===== config.mk =====
export PLATFORM = sky130hd
export DESIGN_NAME = im2col_address_generator
export DESIGN_NICKNAME = d
export VERILOG_FILES = /design/src/sv/im2col_pkg.sv /design/src/sv/im2col_cfg_regs.sv /design/src/sv/im2col_walk.sv /design/src/sv/im2col_index_pipe.sv /design/src/sv/im2col_address_generator.sv
export SDC_FILE = /design/constraint.sdc
export NUM_CORES = 2
export LEC_CHECK = 0
export ABC_AREA = 1
export BUFFER_PORTS_ARGS = -buffer_cell sky130_fd_sc_hd__buf_2
export CORE_UTILIZATION = 40
export DETAILED_ROUTE_END_ITERATION = 7
export HOLD_SLACK_MARGIN = 0.02
export PLACE_DENSITY_LB_ADDON = 0.2
export SETUP_SLACK_MARGIN = 0.15
export SKIP_LAST_GASP = 1
export SYNTH_ARGS = -nofsm -noshare
export SYNTH_HDL_FRONTEND = slang
export SYNTH_HIERARCHICAL = 1
export SYNTH_SLANG_ARGS = --single-unit

===== constraint.sdc =====
create_clock -name clk -period 15.9 [get_ports clk]
set_input_delay 1.59 -clock clk [delete_from_list [all_inputs] [get_ports clk]]
set_output_delay 1.59 -clock clk [all_outputs]
set_load 0.005 [all_outputs]

===== src/sv/im2col_pkg.sv =====
// ----------------------------------------------------------------------------
// im2col_pkg
// Shared widths, register indexes and types of the im2col address generator.
// ----------------------------------------------------------------------------
package im2col_pkg;

  localparam int DEF_INDEX_BITS = 24;
  localparam int DEF_DIM_BITS   = 10;

  localparam int BATCH_BITS     = 8;
  localparam int CHAN_BITS      = 12;
  localparam int KSZ_BITS       = 4;
  localparam int SHAPE_BITS     = 8;
  localparam int KK_BITS        = 2 * KSZ_BITS;
  localparam int CFG_INDEX_BITS = 3;

  localparam logic [SHAPE_BITS-1:0] RST_SHAPE = 8'h11;

  typedef enum logic [CFG_INDEX_BITS-1:0] {
    REG_BATCH_COUNT  = 3'd0,
    REG_IN_HEIGHT    = 3'd1,
    REG_IN_WIDTH     = 3'd2,
    REG_OUT_HEIGHT   = 3'd3,
    REG_OUT_WIDTH    = 3'd4,
    REG_CHANNELS     = 3'd5,
    REG_KERNEL_SHAPE = 3'd6,
    REG_STRIDE_SHAPE = 3'd7
  } cfg_reg_t;

  typedef struct packed {
    logic active;
    logic patch_end;
    logic last;
  } walk_flags_t;

endpackage


===== src/sv/im2col_cfg_regs.sv =====
// ----------------------------------------------------------------------------
// im2col_cfg_regs
// Configuration registers; gives the loop limits with zero taken as one.
// ----------------------------------------------------------------------------
module im2col_cfg_regs #(
  parameter int DIM_BITS      = im2col_pkg::DEF_DIM_BITS,
  parameter int CFG_DATA_BITS = im2col_pkg::CHAN_BITS
) (
  input  logic                                 clk,
  input  logic                                 rst,
  input  logic                                 cfg_we,
  input  logic [im2col_pkg::CFG_INDEX_BITS-1:0] cfg_index,
  input  logic [CFG_DATA_BITS-1:0]             cfg_data,
  output logic [im2col_pkg::BATCH_BITS-1:0]    nb,
  output logic [DIM_BITS-1:0]                  hh,
  output logic [DIM_BITS-1:0]                  ww,
  output logic [DIM_BITS-1:0]                  oh,
  output logic [DIM_BITS-1:0]                  ow,
  output logic [im2col_pkg::CHAN_BITS-1:0]     cc,
  output logic [im2col_pkg::KSZ_BITS-1:0]      kh,
  output logic [im2col_pkg::KSZ_BITS-1:0]      kw,
  output logic [im2col_pkg::KSZ_BITS-1:0]      sh,
  output logic [im2col_pkg::KSZ_BITS-1:0]      sw
);
  import im2col_pkg::*;

  logic [BATCH_BITS-1:0] batch_count;
  logic [DIM_BITS-1:0]   in_height;
  logic [DIM_BITS-1:0]   in_width;
  logic [DIM_BITS-1:0]   out_height;
  logic [DIM_BITS-1:0]   out_width;
  logic [CHAN_BITS-1:0]  channels;
  logic [SHAPE_BITS-1:0] kernel_shape;
  logic [SHAPE_BITS-1:0] stride_shape;

  always_ff @(posedge clk) begin
    if (rst) begin
      batch_count  <= BATCH_BITS'(1);
      in_height    <= DIM_BITS'(1);
      in_width     <= DIM_BITS'(1);
      out_height   <= DIM_BITS'(1);
      out_width    <= DIM_BITS'(1);
      channels     <= CHAN_BITS'(1);
      kernel_shape <= RST_SHAPE;
      stride_shape <= RST_SHAPE;
    end else if (cfg_we) begin
      case (cfg_reg_t'(cfg_index))
        REG_BATCH_COUNT:  batch_count  <= cfg_data[BATCH_BITS-1:0];
        REG_IN_HEIGHT:    in_height    <= cfg_data[DIM_BITS-1:0];
        REG_IN_WIDTH:     in_width     <= cfg_data[DIM_BITS-1:0];
        REG_OUT_HEIGHT:   out_height   <= cfg_data[DIM_BITS-1:0];
        REG_OUT_WIDTH:    out_width    <= cfg_data[DIM_BITS-1:0];
        REG_CHANNELS:     channels     <= cfg_data[CHAN_BITS-1:0];
        REG_KERNEL_SHAPE: kernel_shape <= cfg_data[SHAPE_BITS-1:0];
        REG_STRIDE_SHAPE: stride_shape <= cfg_data[SHAPE_BITS-1:0];
        default: ;
      endcase
    end
  end

  // a zero size behaves as one
  assign nb = (batch_count == '0) ? BATCH_BITS'(1) : batch_count;
  assign hh = (in_height == '0) ? DIM_BITS'(1) : in_height;
  assign ww = (in_width == '0) ? DIM_BITS'(1) : in_width;
  assign oh = (out_height == '0) ? DIM_BITS'(1) : out_height;
  assign ow = (out_width == '0) ? DIM_BITS'(1) : out_width;
  assign cc = (channels == '0) ? CHAN_BITS'(1) : channels;
  assign kh = (kernel_shape[KSZ_BITS-1:0] == '0) ? KSZ_BITS'(1)
            : kernel_shape[KSZ_BITS-1:0];
  assign kw = (kernel_shape[SHAPE_BITS-1:KSZ_BITS] == '0) ? KSZ_BITS'(1)
            : kernel_shape[SHAPE_BITS-1:KSZ_BITS];
  assign sh = (stride_shape[KSZ_BITS-1:0] == '0) ? KSZ_BITS'(1)
            : stride_shape[KSZ_BITS-1:0];
  assign sw = (stride_shape[SHAPE_BITS-1:KSZ_BITS] == '0) ? KSZ_BITS'(1)
            : stride_shape[SHAPE_BITS-1:KSZ_BITS];

endmodule


===== src/sv/im2col_walk.sv =====
// ----------------------------------------------------------------------------
// im2col_walk
// Nested loop counters of the unfold; latches the position of each item.
// ----------------------------------------------------------------------------
module im2col_walk #(
  parameter int DIM_BITS = im2col_pkg::DEF_DIM_BITS
) (
  input  logic                              clk,
  input  logic                              rst,
  input  logic                              step_valid,
  output logic                              step_ready,
  input  logic                              restart,
  input  logic [im2col_pkg::BATCH_BITS-1:0] nb,
  input  logic [DIM_BITS-1:0]               oh,
  input  logic [DIM_BITS-1:0]               ow,
  input  logic [im2col_pkg::CHAN_BITS-1:0]  cc,
  input  logic [im2col_pkg::KSZ_BITS-1:0]   kh,
  input  logic [im2col_pkg::KSZ_BITS-1:0]   kw,
  output logic                              item_valid,
  input  logic                              item_ready,
  output im2col_pkg::walk_flags_t           item_flags,
  output logic [im2col_pkg::BATCH_BITS-1:0] item_batch,
  output logic [DIM_BITS-1:0]               item_orow,
  output logic [DIM_BITS-1:0]               item_ocol,
  output logic [im2col_pkg::CHAN_BITS-1:0]  item_chan,
  output logic [im2col_pkg::KSZ_BITS-1:0]   item_krow,
  output logic [im2col_pkg::KSZ_BITS-1:0]   item_kcol
);
  import im2col_pkg::*;

  logic [BATCH_BITS-1:0] batch_pos, batch_cur, batch_next;
  logic [DIM_BITS-1:0]   orow_pos, orow_cur, orow_next;
  logic [DIM_BITS-1:0]   ocol_pos, ocol_cur, ocol_next;
  logic [CHAN_BITS-1:0]  chan_pos, chan_cur, chan_next;
  logic [KSZ_BITS-1:0]   krow_pos, krow_cur, krow_next;
  logic [KSZ_BITS-1:0]   kcol_pos, kcol_cur, kcol_next;
  logic                  pass_active, pass_active_next;
  logic                  act, accept;
  logic                  wrap_batch, wrap_orow, wrap_ocol, wrap_chan, wrap_krow, wrap_kcol;
  logic                  cy_batch, cy_orow, cy_ocol, cy_chan, cy_krow;
  logic                  pend, fin;

  assign step_ready = ~item_valid | item_ready;
  assign accept     = step_valid & step_ready;

  always_comb begin
    batch_cur = restart ? '0 : batch_pos;
    orow_cur  = restart ? '0 : orow_pos;
    ocol_cur  = restart ? '0 : ocol_pos;
    chan_cur  = restart ? '0 : chan_pos;
    krow_cur  = restart ? '0 : krow_pos;
    kcol_cur  = restart ? '0 : kcol_pos;
    act       = restart | pass_active;

    // a position at or past the last value below its limit ends its loop
    wrap_kcol  = (KSZ_BITS+1)'(kcol_cur) + (KSZ_BITS+1)'(1) >= (KSZ_BITS+1)'(kw);
    wrap_krow  = (KSZ_BITS+1)'(krow_cur) + (KSZ_BITS+1)'(1) >= (KSZ_BITS+1)'(kh);
    wrap_chan  = (CHAN_BITS+1)'(chan_cur) + (CHAN_BITS+1)'(1) >= (CHAN_BITS+1)'(cc);
    wrap_ocol  = (DIM_BITS+1)'(ocol_cur) + (DIM_BITS+1)'(1) >= (DIM_BITS+1)'(ow);
    wrap_orow  = (DIM_BITS+1)'(orow_cur) + (DIM_BITS+1)'(1) >= (DIM_BITS+1)'(oh);
    wrap_batch = (BATCH_BITS+1)'(batch_cur) + (BATCH_BITS+1)'(1)
                 >= (BATCH_BITS+1)'(nb);

    cy_krow  = wrap_kcol;
    cy_chan  = cy_krow & wrap_krow;
    cy_ocol  = cy_chan & wrap_chan;
    cy_orow  = cy_ocol & wrap_ocol;
    cy_batch = cy_orow & wrap_orow;
    pend     = cy_ocol;
    fin      = cy_batch & wrap_batch;

    // on the final pair every loop wraps, so all positions return to zero
    kcol_next  = wrap_kcol ? '0 : kcol_cur + KSZ_BITS'(1);
    krow_next  = ~cy_krow ? krow_cur : (wrap_krow ? '0 : krow_cur + KSZ_BITS'(1));
    chan_next  = ~cy_chan ? chan_cur : (wrap_chan ? '0 : chan_cur + CHAN_BITS'(1));
    ocol_next  = ~cy_ocol ? ocol_cur : (wrap_ocol ? '0 : ocol_cur + DIM_BITS'(1));
    orow_next  = ~cy_orow ? orow_cur : (wrap_orow ? '0 : orow_cur + DIM_BITS'(1));
    batch_next = ~cy_batch ? batch_cur
               : (wrap_batch ? '0 : batch_cur + BATCH_BITS'(1));
    pass_active_next = act & ~fin;
  end

  always_ff @(posedge clk) begin
    if (rst) begin
      batch_pos   <= '0;
      orow_pos    <= '0;
      ocol_pos    <= '0;
      chan_pos    <= '0;
      krow_pos    <= '0;
      kcol_pos    <= '0;
      pass_active <= 1'b0;
      item_valid  <= 1'b0;
    end else begin
      if (accept) begin
        if (act) begin
          batch_pos <= batch_next;
          orow_pos  <= orow_next;
          ocol_pos  <= ocol_next;
          chan_pos  <= chan_next;
          krow_pos  <= krow_next;
          kcol_pos  <= kcol_next;
        end
        pass_active <= pass_active_next;
      end
      if (step_ready) begin
        item_valid <= step_valid;
      end
    end
  end

  always_ff @(posedge clk) begin
    if (accept) begin
      item_flags.active    <= act;
      item_flags.patch_end <= pend;
      item_flags.last      <= fin;
      item_batch           <= batch_cur;
      item_orow            <= orow_cur;
      item_ocol            <= ocol_cur;
      item_chan            <= chan_cur;
      item_krow            <= krow_cur;
      item_kcol            <= kcol_cur;
    end
  end

`ifndef SYNTH
  a_fin_ends_pass: assert property (@(posedge clk) disable iff (rst)
    accept && act && fin |=> !pass_active)
    else $error("pass still running after its final pair");

  a_restart_starts: assert property (@(posedge clk) disable iff (rst)
    accept && restart && !fin |=> pass_active)
    else $error("restart did not start a pass");

  a_idle_holds: assert property (@(posedge clk) disable iff (rst)
    accept && !act |=> !pass_active && $stable(kcol_pos) && $stable(batch_pos))
    else $error("loop counters moved with no pass running");
`endif

endmodule


===== src/sv/im2col_index_pipe.sv =====
// ----------------------------------------------------------------------------
// im2col_index_pipe
// Three-stage multiply-add pipeline forming tensor and column indices.
// ----------------------------------------------------------------------------
module im2col_index_pipe #(
  parameter int INDEX_BITS = im2col_pkg::DEF_INDEX_BITS,
  parameter int DIM_BITS   = im2col_pkg::DEF_DIM_BITS
) (
  input  logic                              clk,
  input  logic                              rst,
  input  logic                              item_valid,
  output logic                              item_ready,
  input  im2col_pkg::walk_flags_t           item_flags,
  input  logic [im2col_pkg::BATCH_BITS-1:0] item_batch,
  input  logic [DIM_BITS-1:0]               item_orow,
  input  logic [DIM_BITS-1:0]               item_ocol,
  input  logic [im2col_pkg::CHAN_BITS-1:0]  item_chan,
  input  logic [im2col_pkg::KSZ_BITS-1:0]   item_krow,
  input  logic [im2col_pkg::KSZ_BITS-1:0]   item_kcol,
  input  logic [DIM_BITS-1:0]               hh,
  input  logic [DIM_BITS-1:0]               ww,
  input  logic [DIM_BITS-1:0]               oh,
  input  logic [DIM_BITS-1:0]               ow,
  input  logic [im2col_pkg::CHAN_BITS-1:0]  cc,
  input  logic [im2col_pkg::KSZ_BITS-1:0]   kh,
  input  logic [im2col_pkg::KSZ_BITS-1:0]   kw,
  input  logic [im2col_pkg::KSZ_BITS-1:0]   sh,
  input  logic [im2col_pkg::KSZ_BITS-1:0]   sw,
  output logic                              result_valid,
  input  logic                              result_ready,
  output logic                              valid_res,
  output logic [INDEX_BITS-1:0]             tensor_index,
  output logic [INDEX_BITS-1:0]             column_index,
  output logic                              patch_end,
  output logic                              last,
  output logic                              index_overflow
);
  import im2col_pkg::*;

  localparam int A_W    = BATCH_BITS + CHAN_BITS + 1;
  localparam int IH_W   = KSZ_BITS + DIM_BITS + 1;
  localparam int R1_W   = BATCH_BITS + DIM_BITS + 1;
  localparam int Q1_W   = CHAN_BITS + KSZ_BITS + 1;
  localparam int Q2_W   = Q1_W + KSZ_BITS + 1;
  localparam int CCW_W  = CHAN_BITS + KK_BITS;
  localparam int BX_W   = A_W + DIM_BITS + 1;
  localparam int B_W    = (BX_W > INDEX_BITS) ? BX_W : INDEX_BITS + 1;
  localparam int RX_W   = R1_W + DIM_BITS + 1;
  localparam int R2_W   = (RX_W > INDEX_BITS) ? RX_W : INDEX_BITS + 1;
  localparam int T_W    = INDEX_BITS + DIM_BITS + 1;
  localparam int C_W    = INDEX_BITS + CCW_W + 1;

  logic rdy_out, rdy_2, rdy_1;

  // stage 1: first products of each factorised index
  logic              v1;
  walk_flags_t       f1;
  logic [A_W-1:0]    a1;
  logic [IH_W-1:0]   ih1, iw1;
  logic [R1_W-1:0]   r1;
  logic [Q1_W-1:0]   q1;
  logic [KK_BITS-1:0] kk1;
  logic [KSZ_BITS-1:0] kcol1;
  logic [DIM_BITS-1:0] ocol1;

  // stage 2: partial indices, folded to the index width with an overflow mark
  logic              v2;
  walk_flags_t       f2;
  logic [INDEX_BITS-1:0] b2, r2;
  logic              b_ovf2, r_ovf2;
  logic [IH_W-1:0]   iw2;
  logic [Q2_W-1:0]   q2;
  logic [CCW_W-1:0]  ccw2;

  logic [B_W-1:0]    b_full;
  logic [R2_W-1:0]   r_full;
  logic [T_W-1:0]    t_full;
  logic [C_W-1:0]    c_full;

  assign rdy_out    = ~result_valid | result_ready;
  assign rdy_2      = ~v2 | rdy_out;
  assign rdy_1      = ~v1 | rdy_2;
  assign item_ready = rdy_1;

  // low bits of a product depend only on low bits of its factors, and a
  // partial index that already overflows makes the final one overflow too
  assign b_full = B_W'(a1) * B_W'(hh) + B_W'(ih1);
  assign r_full = R2_W'(r1) * R2_W'(ow) + R2_W'(ocol1);
  assign t_full = T_W'(b2) * T_W'(ww) + T_W'(iw2);
  assign c_full = C_W'(r2) * C_W'(ccw2) + C_W'(q2);

  always_ff @(posedge clk) begin
    if (rst) begin
      v1           <= 1'b0;
      v2           <= 1'b0;
      result_valid <= 1'b0;
    end else begin
      if (rdy_1) begin
        v1 <= item_valid;
      end
      if (rdy_2) begin
        v2 <= v1;
      end
      if (rdy_out) begin
        result_valid <= v2;
      end
    end
  end

  always_ff @(posedge clk) begin
    if (rdy_1) begin
      f1    <= item_flags;
      a1    <= A_W'(item_batch) * A_W'(cc) + A_W'(item_chan);
      ih1   <= IH_W'(sh) * IH_W'(item_orow) + IH_W'(item_krow);
      iw1   <= IH_W'(sw) * IH_W'(item_ocol) + IH_W'(item_kcol);
      r1    <= R1_W'(item_batch) * R1_W'(oh) + R1_W'(item_orow);
      q1    <= Q1_W'(item_chan) * Q1_W'(kh) + Q1_W'(item_krow);
      kk1   <= KK_BITS'(kh) * KK_BITS'(kw);
      kcol1 <= item_kcol;
      ocol1 <= item_ocol;
    end
    if (rdy_2) begin
      f2     <= f1;
      b2     <= b_full[INDEX_BITS-1:0];
      b_ovf2 <= |b_full[B_W-1:INDEX_BITS];
      r2     <= r_full[INDEX_BITS-1:0];
      r_ovf2 <= |r_full[R2_W-1:INDEX_BITS];
      iw2    <= iw1;
      q2     <= Q2_W'(q1) * Q2_W'(kw) + Q2_W'(kcol1);
      ccw2   <= CCW_W'(cc) * CCW_W'(kk1);
    end
    if (rdy_out) begin
      // no pass running: an all-zero result
      valid_res      <= f2.active;
      tensor_index   <= f2.active ? t_full[INDEX_BITS-1:0] : '0;
      column_index   <= f2.active ? c_full[INDEX_BITS-1:0] : '0;
      patch_end      <= f2.active & f2.patch_end;
      last           <= f2.active & f2.last;
      index_overflow <= f2.active & (b_ovf2 | r_ovf2 | (|t_full[T_W-1:INDEX_BITS])
                        | (|c_full[C_W-1:INDEX_BITS]));
    end
  end

`ifndef SYNTH
  a_idle_zero: assert property (@(posedge clk) disable iff (rst)
    result_valid && !valid_res |-> tensor_index == '0 && column_index == '0
      && !patch_end && !last && !index_overflow)
    else $error("result outside a pass carries data");

  a_last_ends_patch: assert property (@(posedge clk) disable iff (rst)
    result_valid && last |-> patch_end)
    else $error("final pair not at the end of a patch");

  a_stage_holds: assert property (@(posedge clk) disable iff (rst)
    v2 && !rdy_out |=> v2 && $stable(t_full) && $stable(c_full))
    else $error("stalled stage lost its item");
`endif

endmodule


===== src/sv/im2col_address_generator.sv =====
// ----------------------------------------------------------------------------
// im2col_address_generator
// Index pair generator for convolution unfold (im2col) and fold (col2im).
// ----------------------------------------------------------------------------
// Usage: write the shape registers through cfg_we/cfg_index/cfg_data while
// the block is idle. Each item on the step channel (restart high to begin a
// pass, low to advance) yields one item on the result channel: a tensor index
// and a column-matrix index, with patch_end on the last element of a matrix
// row, last on the final pair and index_overflow when an index wrapped.
// Steps outside a pass give an item with valid_res low and all fields zero.
// Throughput: one item per cycle on both channels while the receiver does not
// stall. The result of an accepted item passes through the counter register
// and three multiply-add stages.
// A stalled receiver holds the result register; the stages behind it keep
// filling and step_ready drops only once all four stages hold items.
// Reset restores the register defaults (all sizes one) and ends any pass.
// ----------------------------------------------------------------------------
module im2col_address_generator #(
  parameter int INDEX_BITS = im2col_pkg::DEF_INDEX_BITS,
  parameter int DIM_BITS   = im2col_pkg::DEF_DIM_BITS,
  localparam int CFG_DATA_BITS = (DIM_BITS > im2col_pkg::CHAN_BITS)
                                 ? DIM_BITS : im2col_pkg::CHAN_BITS
) (
  input  logic                                  clk,
  input  logic                                  rst,
  input  logic                                  cfg_we,
  input  logic [im2col_pkg::CFG_INDEX_BITS-1:0] cfg_index,
  input  logic [CFG_DATA_BITS-1:0]              cfg_data,
  input  logic                                  step_valid,
  output logic                                  step_ready,
  input  logic                                  restart,
  output logic                                  result_valid,
  input  logic                                  result_ready,
  output logic                                  valid_res,
  output logic [INDEX_BITS-1:0]                 tensor_index,
  output logic [INDEX_BITS-1:0]                 column_index,
  output logic                                  patch_end,
  output logic                                  last,
  output logic                                  index_overflow
);
  import im2col_pkg::*;

  logic [BATCH_BITS-1:0] nb;
  logic [DIM_BITS-1:0]   hh, ww, oh, ow;
  logic [CHAN_BITS-1:0]  cc;
  logic [KSZ_BITS-1:0]   kh, kw, sh, sw;

  logic                  item_valid, item_ready;
  walk_flags_t           item_flags;
  logic [BATCH_BITS-1:0] item_batch;
  logic [DIM_BITS-1:0]   item_orow, item_ocol;
  logic [CHAN_BITS-1:0]  item_chan;
  logic [KSZ_BITS-1:0]   item_krow, item_kcol;

  im2col_cfg_regs #(
    .DIM_BITS      (DIM_BITS),
    .CFG_DATA_BITS (CFG_DATA_BITS)
  ) u_cfg (
    .clk       (clk),
    .rst       (rst),
    .cfg_we    (cfg_we),
    .cfg_index (cfg_index),
    .cfg_data  (cfg_data),
    .nb        (nb),
    .hh        (hh),
    .ww        (ww),
    .oh        (oh),
    .ow        (ow),
    .cc        (cc),
    .kh        (kh),
    .kw        (kw),
    .sh        (sh),
    .sw        (sw)
  );

  im2col_walk #(
    .DIM_BITS (DIM_BITS)
  ) u_walk (
    .clk        (clk),
    .rst        (rst),
    .step_valid (step_valid),
    .step_ready (step_ready),
    .restart    (restart),
    .nb         (nb),
    .oh         (oh),
    .ow         (ow),
    .cc         (cc),
    .kh         (kh),
    .kw         (kw),
    .item_valid (item_valid),
    .item_ready (item_ready),
    .item_flags (item_flags),
    .item_batch (item_batch),
    .item_orow  (item_orow),
    .item_ocol  (item_ocol),
    .item_chan  (item_chan),
    .item_krow  (item_krow),
    .item_kcol  (item_kcol)
  );

  im2col_index_pipe #(
    .INDEX_BITS (INDEX_BITS),
    .DIM_BITS   (DIM_BITS)
  ) u_pipe (
    .clk            (clk),
    .rst            (rst),
    .item_valid     (item_valid),
    .item_ready     (item_ready),
    .item_flags     (item_flags),
    .item_batch     (item_batch),
    .item_orow      (item_orow),
    .item_ocol      (item_ocol),
    .item_chan      (item_chan),
    .item_krow      (item_krow),
    .item_kcol      (item_kcol),
    .hh             (hh),
    .ww             (ww),
    .oh             (oh),
    .ow             (ow),
    .cc             (cc),
    .kh             (kh),
    .kw             (kw),
    .sh             (sh),
    .sw             (sw),
    .result_valid   (result_valid),
    .result_ready   (result_ready),
    .valid_res      (valid_res),
    .tensor_index   (tensor_index),
    .column_index   (column_index),
    .patch_end      (patch_end),
    .last           (last),
    .index_overflow (index_overflow)
  );

endmodule


Word-level counts from Yosys, hierarchy flattened
Cells that the tools add are included.
Widths: inputs -> output; s select.
{ "totals": {"out_inout_bits": 54, "ff_bits": 454, "inputBits": 21} }
{ "classes": {"n_eq_ne": 7, "mul": 12, "add_sub_neg": 22, "mux": 27, "magnitude_cmp": 6, "n_reduce_logical": 24, "bitwise": 23} }
{ "op_table": {"columns": ["op", "count"], "rows": [
  ["$mux 10", 10],
  ["$mux 12", 4],
  ["$add 44x22->45", 1],
  ["$mul 24x20->44", 1],
  ["$logic_not 10->1", 4],
  ["$mux 4", 9],
  ["$add 34x15->35", 1],
  ["$mul 24x10->34", 1],
  ["$add 31x15->32", 1],
  ["$mux 8", 4],
  ["$mul 21x10->31", 1],
  ["$add 14x4->15", 2],
  ["$add 29x10->30", 1],
  ["$mul 19x10->29", 1],
  ["$mul 4x10->14", 2],
  ["$add 10x1->11 const B", 2],
  ["$add 21x4->22", 1],
  ["$ge 11x10->1", 2],
  ["$add 20x12->21", 1],
  ["$mul 17x4->21", 1],
  ["$reduce_or 21->1", 1],
  ["$add 10x1->10 const B", 2],
  ["$mul 12x8->20", 1],
  ["$mul 8x12->20", 1],
  ["28 further kinds", 66]
]} }

Depth between registers and ports, before layout
{ "logic_depth": {"word_depth": 10, "ltp_mapped": 35} }

Modules after synthesis
The synthesis kept the hierarchy.
{ "modules_own_cells": {"columns": ["module", "seq_area_each_um2", "area_per_inst_um2", "cells_per_inst", "n_inst"], "rows": [
  ["im2col_index_pipe", 8287.9, 65973.3, 8292, 1],
  ["im2col_walk", 2532.4, 6653.9, 882, 1],
  ["im2col_cfg_regs", 1521.5, 3523.4, 556, 1]
]} }

Worst setup path after synthesis
Ideal clock, no wire load.
{ "synth_path": {"kind": "input port to flip-flop", "from": "input result_ready", "to": "register u_walk.batch_pos[4]", "setup_ps": 71, "stages": 14, "t_arrival_ps": 8096, "t_required_ps": 15829, "path_slack_ps": 7733, "cell_sequence": "inv_1 -> nand2_1 -> nor2_1 -> nand2_1 -> inv_1 -> nand2_1 -> nand2_1 -> inv_1 -> nand2_1 -> inv_1 -> clkbuf_1 -> clkbuf_1 -> nand3_1 -> a21oi_1"} }
{ "synth_between": {"elab_chain_cells": 6} }
{ "synth_rtl": {"columns": ["item", "line", "rtl"], "rows": [
  ["from (decl)", "im2col_address_generator.sv:33", "input logic result_ready,"],
  ["$or 1x1->1", "im2col_index_pipe.sv:80", "assign rdy_out = ~result_valid | result_ready;"],
  ["named net u_pipe.rdy_out", "im2col_index_pipe.sv:53", "logic rdy_out, rdy_2, rdy_1;"],
  ["$or 1x1->1", "im2col_index_pipe.sv:81", "assign rdy_2 = ~v2 | rdy_out;"],
  ["$or 1x1->1", "im2col_index_pipe.sv:82", "assign rdy_1 = ~v1 | rdy_2;"],
  ["named net item_ready", "im2col_address_generator.sv:48", "logic item_valid, item_ready;"],
  ["$or 1x1->1", "im2col_walk.sv:43", "assign step_ready = ~item_valid | item_ready;"],
  ["named net step_ready", "im2col_address_generator.sv:30", "output logic step_ready,"],
  ["$and 1x1->1", "im2col_walk.sv:44", "assign accept = step_valid & step_ready;"],
  ["named net u_walk.accept", "im2col_walk.sv:38", "logic act, accept;"],
  ["$reduce_and 2->1 (no source line)", null, null],
  ["to (signal assigned)", "im2col_walk.sv:96", "batch_pos <= batch_next;"],
  ["to (decl)", "im2col_walk.sv:31", "logic [BATCH_BITS-1:0] batch_pos, batch_cur, batch_next;"]
]} }
The timed path passes the listed nets, and every way through them passes these cells.
A chain may end at the register's enable or synchronous reset.

Final worst setup path
{ "layout_path": {"from": "register u_pipe.ccw2[12]", "to": "register u_pipe.index_overflow (data pin)"} }
{ "layout_between": {"elab_chain_cells": 5} }
{ "layout_rtl": {"columns": ["item", "line", "rtl"], "rows": [
  ["from (decl)", "im2col_index_pipe.sv:73", "logic [CCW_W-1:0] ccw2;"],
  ["from (signal assigned)", "im2col_index_pipe.sv:130", "ccw2 <= CCW_W'(cc) * CCW_W'(kk1);"],
  ["$mul 24x20->44", "im2col_index_pipe.sv:90", "assign c_full = C_W'(r2) * C_W'(ccw2) + C_W'(q2);"],
  ["$add 44x22->45", "im2col_index_pipe.sv:90", null],
  ["$reduce_or 21->1", "im2col_index_pipe.sv:140", "| (|c_full[C_W-1:INDEX_BITS]));"],
  ["$or 1x1->1", "im2col_index_pipe.sv:140", null],
  ["$and 1x1->1", "im2col_index_pipe.sv:139", "index_overflow <= f2.active & (b_ovf2 | r_ovf2 | (|t_full[T_W-1:INDEX_BITS])"],
  ["to (signal assigned)", "im2col_index_pipe.sv:139", null],
  ["to (decl)", "im2col_index_pipe.sv:36", "output logic index_overflow"]
]} }
Every way passes these cells.

==> flow_results.xml <==
<?xml version="1.0" encoding="UTF-8"?>
<metrics>
  <group name="placement">
    <metric name="placement.io_buffers" unit="">74</metric>
    <metric name="detailedPlacementHpwl" unit="um">166000</metric>
    <metric name="dpl-instance-area" unit="um^2">78300</metric>
    <metric name="final_estimated_routing_congestion_in_global_placement" unit="">0.905</metric>
  </group>
  <group name="sta">
    <metric name="period_share" unit="%">45.9</metric>
    <metric name="setup_viol" unit="">0</metric>
    <metric name="achievable-frequency" unit="MHz">137</metric>
    <metric name="worst_case_clock_skew" unit="ns">0.0498</metric>
    <metric name="timing.slew.headroom" unit="%">18.3</metric>
    <metric name="final.min_clock_period" unit="ns">7.31</metric>
    <metric name="report.final.slew_viol_count" unit="">0</metric>
    <metric name="grt_setup_unrepaired" unit="">false</metric>
    <metric name="worst_pin_slew" unit="ns">1.22</metric>
    <metric name="hold_violations" unit="">0</metric>
    <metric name="fin_setup_tns" unit="ns">0</metric>
  </group>
  <group name="grt">
    <metric name="wire_length_of_the_first_global_routing_pass" unit="um">327000</metric>
    <metric name="grt_max_degree" unit="">77</metric>
    <metric name="grt_pass1_vias" unit="">59869</metric>
    <metric name="grt_antenna_before_repair" unit="">7</metric>
    <metric name="groute.usage.overall" unit="%">21.5</metric>
    <metric name="grt-ovfl-total" unit="">0</metric>
  </group>
  <group name="clock_tree">
    <metric name="root_buffer" unit="">sky130_fd_sc_hd__clkbuf_16</metric>
    <metric name="clock_slew_at_the_register_clock_pins_of_the_worst_setup_and_hold_paths" unit="ns">0.08</metric>
    <metric name="cts_tree" unit="">built</metric>
    <metric name="cts_setup_buffers" unit="">0</metric>
    <metric name="cts-resized-gates" unit="">0</metric>
    <metric name="tritoncts.num_buffers" unit="">56</metric>
    <metric name="clkSinkCount" unit="">454</metric>
    <metric name="clock_insertion_delay_at_the_later_pin_of_the_skew_report" unit="ns">0.74</metric>
    <metric name="cts_h_tree_lvls" unit="">2</metric>
    <metric name="clockBufferDepth" unit="">3</metric>
    <metric name="cts.hold.buffers_added" unit="">0</metric>
  </group>
  <group name="critical_path">
    <metric name="worstSetupPathType" unit="">flip-flop to flip-flop</metric>
    <metric name="startpoint_class_of_the_critical_path" unit="">flip-flop</metric>
    <metric name="ff2ff_path_depth" unit="">23</metric>
    <metric name="critPathCaptureType" unit="">flip-flop</metric>
    <metric name="cp.required" unit="ns">16.37</metric>
    <metric name="critical_path_arrival" unit="ns">7.78</metric>
    <metric name="r2r_setup_slack" unit="ns">8.59</metric>
    <metric name="reg2reg_to" unit="">u_pipe/index_overflow</metric>
    <metric name="r2r-start" unit="">u_pipe/ccw2[12]</metric>
    <metric name="timing.critical_path.fanout_max" unit="">24</metric>
  </group>
  <group name="routing">
    <metric name="final_antenna_net_count" unit="">0</metric>
    <metric name="post_drt_wl_per_cell" unit="um">17.0</metric>
    <metric name="route.vias.total" unit="">58333</metric>
    <metric name="viasPerCell" unit="">4.85</metric>
    <metric name="drt_iter0_drc" unit="">4022</metric>
    <metric name="detail_route.drc_violations" unit="">0</metric>
    <metric name="dr.pass1.iters" unit="">6</metric>
    <metric name="overall_routed_net_length" unit="um">205000</metric>
  </group>
  <group name="synth">
    <metric name="synthesis.instances" unit="">9730</metric>
    <metric name="synthArstFlopShare" unit="%">0</metric>
    <metric name="synth_cell_type_count" unit="">57</metric>
    <metric name="flop_and_latch_count_out_of_synthesis" unit="">454</metric>
    <metric name="synth_area_per_cell" unit="um^2">7.83</metric>
    <metric name="ys.warnings.count" unit="">6</metric>
    <metric name="synth_enable_flop_cells" unit="">325</metric>
    <metric name="synth_area" unit="um^2">76200</metric>
    <metric name="synth_fp_nets" unit="">11691</metric>
    <metric name="synth_flop_cell" unit="">sky130_fd_sc_hd__edfxtp_1</metric>
    <metric name="ys_seq_area_share" unit="%">16.2</metric>
  </group>
  <group name="worst_hold_path">
    <metric name="worst_hold_startpoint" unit="">u_pipe/f1[0]</metric>
    <metric name="min_to" unit="">u_pipe/f2[0]</metric>
    <metric name="min_path_type" unit="">flip-flop to flip-flop</metric>
    <metric name="hold-path-cell-count" unit="">0</metric>
  </group>
  <group name="die">
    <metric name="die-height" unit="um">438</metric>
    <metric name="fp.dieArea" unit="um^2">192000</metric>
    <metric name="number_of_core_rows" unit="">159</metric>
    <metric name="die_x" unit="um">438</metric>
    <metric name="floorplan.initialDensity" unit="%">40.4</metric>
    <metric name="core" unit="um^2">188000</metric>
    <metric name="design.portCount" unit="">75</metric>
  </group>
  <group name="final_layout">
    <metric name="flow.area_growth_from_synthesis" unit="%">5.39</metric>
    <metric name="fin_nets" unit="">11455</metric>
    <metric name="layout-drive-gt1-share" unit="%">3.27</metric>
    <metric name="layout.cell_area.non_filler" unit="um^2">80300</metric>
  </group>
  <group name="power_and_ir_drop">
    <metric name="fin_total_pwr" unit="mW">7.54</metric>
    <metric name="ir_worst_vdd" unit="uV">138</metric>
    <metric name="total_leakage_power" unit="nW">45.0</metric>
    <metric name="power_density" unit="nW/um^2">93.9</metric>
  </group>
  <group name="run_status">
    <metric name="run_status" unit="">finished clean</metric>
  </group>
  <group name="job">
    <metric name="drv_cap" unit="">0</metric>
  </group>
</metrics>
## through the flow
stage,instances,hold WS (ns),utilization [%],setup WS [ns]
finish,12035,0.416,42.6,8.59
global route,12035,0.427,42.6,8.19
CTS,12034,0.418,42.6,8.57
detailed placement,11931,0.405,41.6,8.57
global placement,11931,0.405,41.6,8.63
floorplan,9730,0.400,-,7.73
## cell families after synthesis
logic type | count (synthesis) | synth area share (%)
DFF | 454 | 16.2
adders and majority gates | 1940 | 43.7
AOI/OAI and AO/OA | 636 | 4.57
and+or+nand+nor | 3465 | 18.2
buffers and inverters | 3058 | 15.2
xor gates and xnor gates | 177 | 2.04
## cells in the final DEF (no fill, tap or decap), types with 19 or more instances in the layout
cell type	netlist	final
sky130_fd_sc_hd__inv_1	2632	2629
sky130_fd_sc_hd__nand2_1	2564	2562
sky130_fd_sc_hd__fa_1	1204	1204
sky130_fd_sc_hd__ha_1	736	736
sky130_fd_sc_hd__nor2_1	470	470
sky130_fd_sc_hd__a21oi_1	355	355
sky130_fd_sc_hd__edfxtp_1	325	325
sky130_fd_sc_hd__nand3_1	257	257
sky130_fd_sc_hd__o21ai_0	148	148
sky130_fd_sc_hd__dfxtp_1	129	129
sky130_fd_sc_hd__xor2_1	125	125
sky130_fd_sc_hd__buf_2	12	74
sky130_fd_sc_hd__clkbuf_16	0	56
sky130_fd_sc_hd__xnor2_1	52	52
sky130_fd_sc_hd__buf_4	6	47
sky130_fd_sc_hd__nor3_1	40	40
sky130_fd_sc_hd__nand4_1	36	36
sky130_fd_sc_hd__o21bai_1	30	29
sky130_fd_sc_hd__nor2_2	23	23
sky130_fd_sc_hd__nand2_2	18	19
## worst max-delay path: stages, from the launching register on
cell and delay, ns:
sky130_fd_sc_hd__edfxtp_1 1.12, sky130_fd_sc_hd__nand2_1 0.17, sky130_fd_sc_hd__fa_1 0.53, sky130_fd_sc_hd__fa_1 0.56
sky130_fd_sc_hd__fa_1 0.45, sky130_fd_sc_hd__fa_1 0.52, sky130_fd_sc_hd__fa_1 0.52, sky130_fd_sc_hd__fa_1 0.59
sky130_fd_sc_hd__inv_1 0.07, sky130_fd_sc_hd__fa_1 0.49, sky130_fd_sc_hd__ha_1 0.40, sky130_fd_sc_hd__nand2_1 0.12
sky130_fd_sc_hd__nor2_1 0.24, sky130_fd_sc_hd__nand2_1 0.14, sky130_fd_sc_hd__nor2_1 0.20, sky130_fd_sc_hd__nand2_1 0.09
sky130_fd_sc_hd__nand3_1 0.09, sky130_fd_sc_hd__nand2_1 0.05, sky130_fd_sc_hd__nor2_1 0.14, sky130_fd_sc_hd__nand3_1 0.09
sky130_fd_sc_hd__nor3_1 0.22, sky130_fd_sc_hd__nand2_1 0.08, sky130_fd_sc_hd__nor2_1 0.12, sky130_fd_sc_hd__nor2_1 0.05
## state kept, by name, indices dropped and copies added (netlist names), 12 cells and up
signal,flops
u_pipe/r1,19
u_pipe/r2,24
u_cfg/channels,12
u_pipe/iw2,15
u_pipe/q1,17
u_pipe/q2,22
u_pipe/ccw2,20
u_pipe/tensor_index,24
u_walk/chan_pos,12
u_pipe/ih1,15
u_pipe/column_index,24
u_pipe/b2,24
u_pipe/iw1,15
u_pipe/a1,21
u_walk/item_chan,12
## cell type report
cell class / instances / area (um^2)
Multi-Input combinational cell: 6218 / 52200
Clock inverter: 39 / 485
Inverter: 2643 / 9930
Fill cell: 19031 / 108000
Clock buffer: 64 / 1430
Antenna cell: 1 / 2.50
Timing Repair Buffer: 121 / 723
Sequential cell: 454 / 12300
Tap cell: 2495 / 3120
## synth_stat cells (3+ instances only)
cell type	instances	area share [%]
sky130_fd_sc_hd__nor2_4	6	0.089
sky130_fd_sc_hd__o21bai_1	30	0.30
sky130_fd_sc_hd__o211ai_1	9	0.089
sky130_fd_sc_hd__nand2_2	18	0.15
sky130_fd_sc_hd__inv_2	8	0.039
sky130_fd_sc_hd__ha_1	736	12
sky130_fd_sc_hd__xnor2_1	52	0.60
sky130_fd_sc_hd__nor4_1	6	0.049
sky130_fd_sc_hd__fa_1	1204	32
sky130_fd_sc_hd__a31o_2	5	0.058
sky130_fd_sc_hd__o21ai_1	15	0.099
sky130_fd_sc_hd__o21ai_0	148	0.97
sky130_fd_sc_hd__buf_1	17	0.084
sky130_fd_sc_hd__xor2_1	125	1.4
sky130_fd_sc_hd__and2_1	6	0.049
sky130_fd_sc_hd__nand4_1	36	0.30
sky130_fd_sc_hd__nor2_1	470	2.3
sky130_fd_sc_hd__inv_1	2632	13
sky130_fd_sc_hd__a21oi_1	355	2.3
sky130_fd_sc_hd__a21boi_0	3	0.030
sky130_fd_sc_hd__nand3_2	10	0.13
sky130_fd_sc_hd__or2_2	5	0.041
sky130_fd_sc_hd__nor3_2	4	0.053
sky130_fd_sc_hd__buf_6	9	0.13
sky130_fd_sc_hd__clkbuf_1	370	1.8
sky130_fd_sc_hd__dfxtp_1	129	3.4
sky130_fd_sc_hd__a221oi_1	3	0.035
sky130_fd_sc_hd__nor2_2	23	0.19
sky130_fd_sc_hd__edfxtp_1	325	13
sky130_fd_sc_hd__nand2_1	2564	13
sky130_fd_sc_hd__a21boi_1	5	0.049
sky130_fd_sc_hd__a21oi_2	3	0.035
sky130_fd_sc_hd__o21ai_2	4	0.046
sky130_fd_sc_hd__nor3_1	40	0.26
sky130_fd_sc_hd__nand3_1	257	1.7
sky130_fd_sc_hd__a21o_1	18	0.18
sky130_fd_sc_hd__o2111ai_1	5	0.058
sky130_fd_sc_hd__nand3b_1	8	0.079
sky130_fd_sc_hd__a31oi_1	17	0.14
sky130_fd_sc_hd__o21a_1	9	0.089
sky130_fd_sc_hd__buf_4	6	0.059
sky130_fd_sc_hd__buf_2	12	0.079
sky130_fd_sc_hd__nand2_4	4	0.059
## where the power goes
group / switching [mW] / internal (mW) / total [mW]
clock: 0.606 / 0.772 / 1.38
combinational: 2.65 / 1.45 / 4.10
sequential: 0.479 / 1.58 / 2.06
## metal layers
| layer | GRT usage, % | share of wire (%) |
|---|---|---|
| met5 | 0 | 0 |
| met4 | 4.59 | 1.9 |
| met3 | 2.44 | 5.8 |
| met2 | 34.0 | 44 |
| met1 | 31.4 | 48 |
## worst max-delay path by stage
stage          slack [ns]  depth (start not counted)            start               endpoint
5_1_grt              8.19                         25  u_pipe/ccw2[12]  u_pipe/index_overflow
4_1_cts              8.57                         23  u_pipe/ccw2[12]  u_pipe/index_overflow
3_5_place_dp         8.57                         23  u_pipe/ccw2[12]  u_pipe/index_overflow
3_3_place_gp         8.63                         29   u_pipe/ccw2[3]  u_pipe/index_overflow
6_report             8.59                         23  u_pipe/ccw2[12]  u_pipe/index_overflow
2_1_floorplan        7.73                         14     result_ready    u_walk/batch_pos[4]
Power figures use the tool's default switching activity.
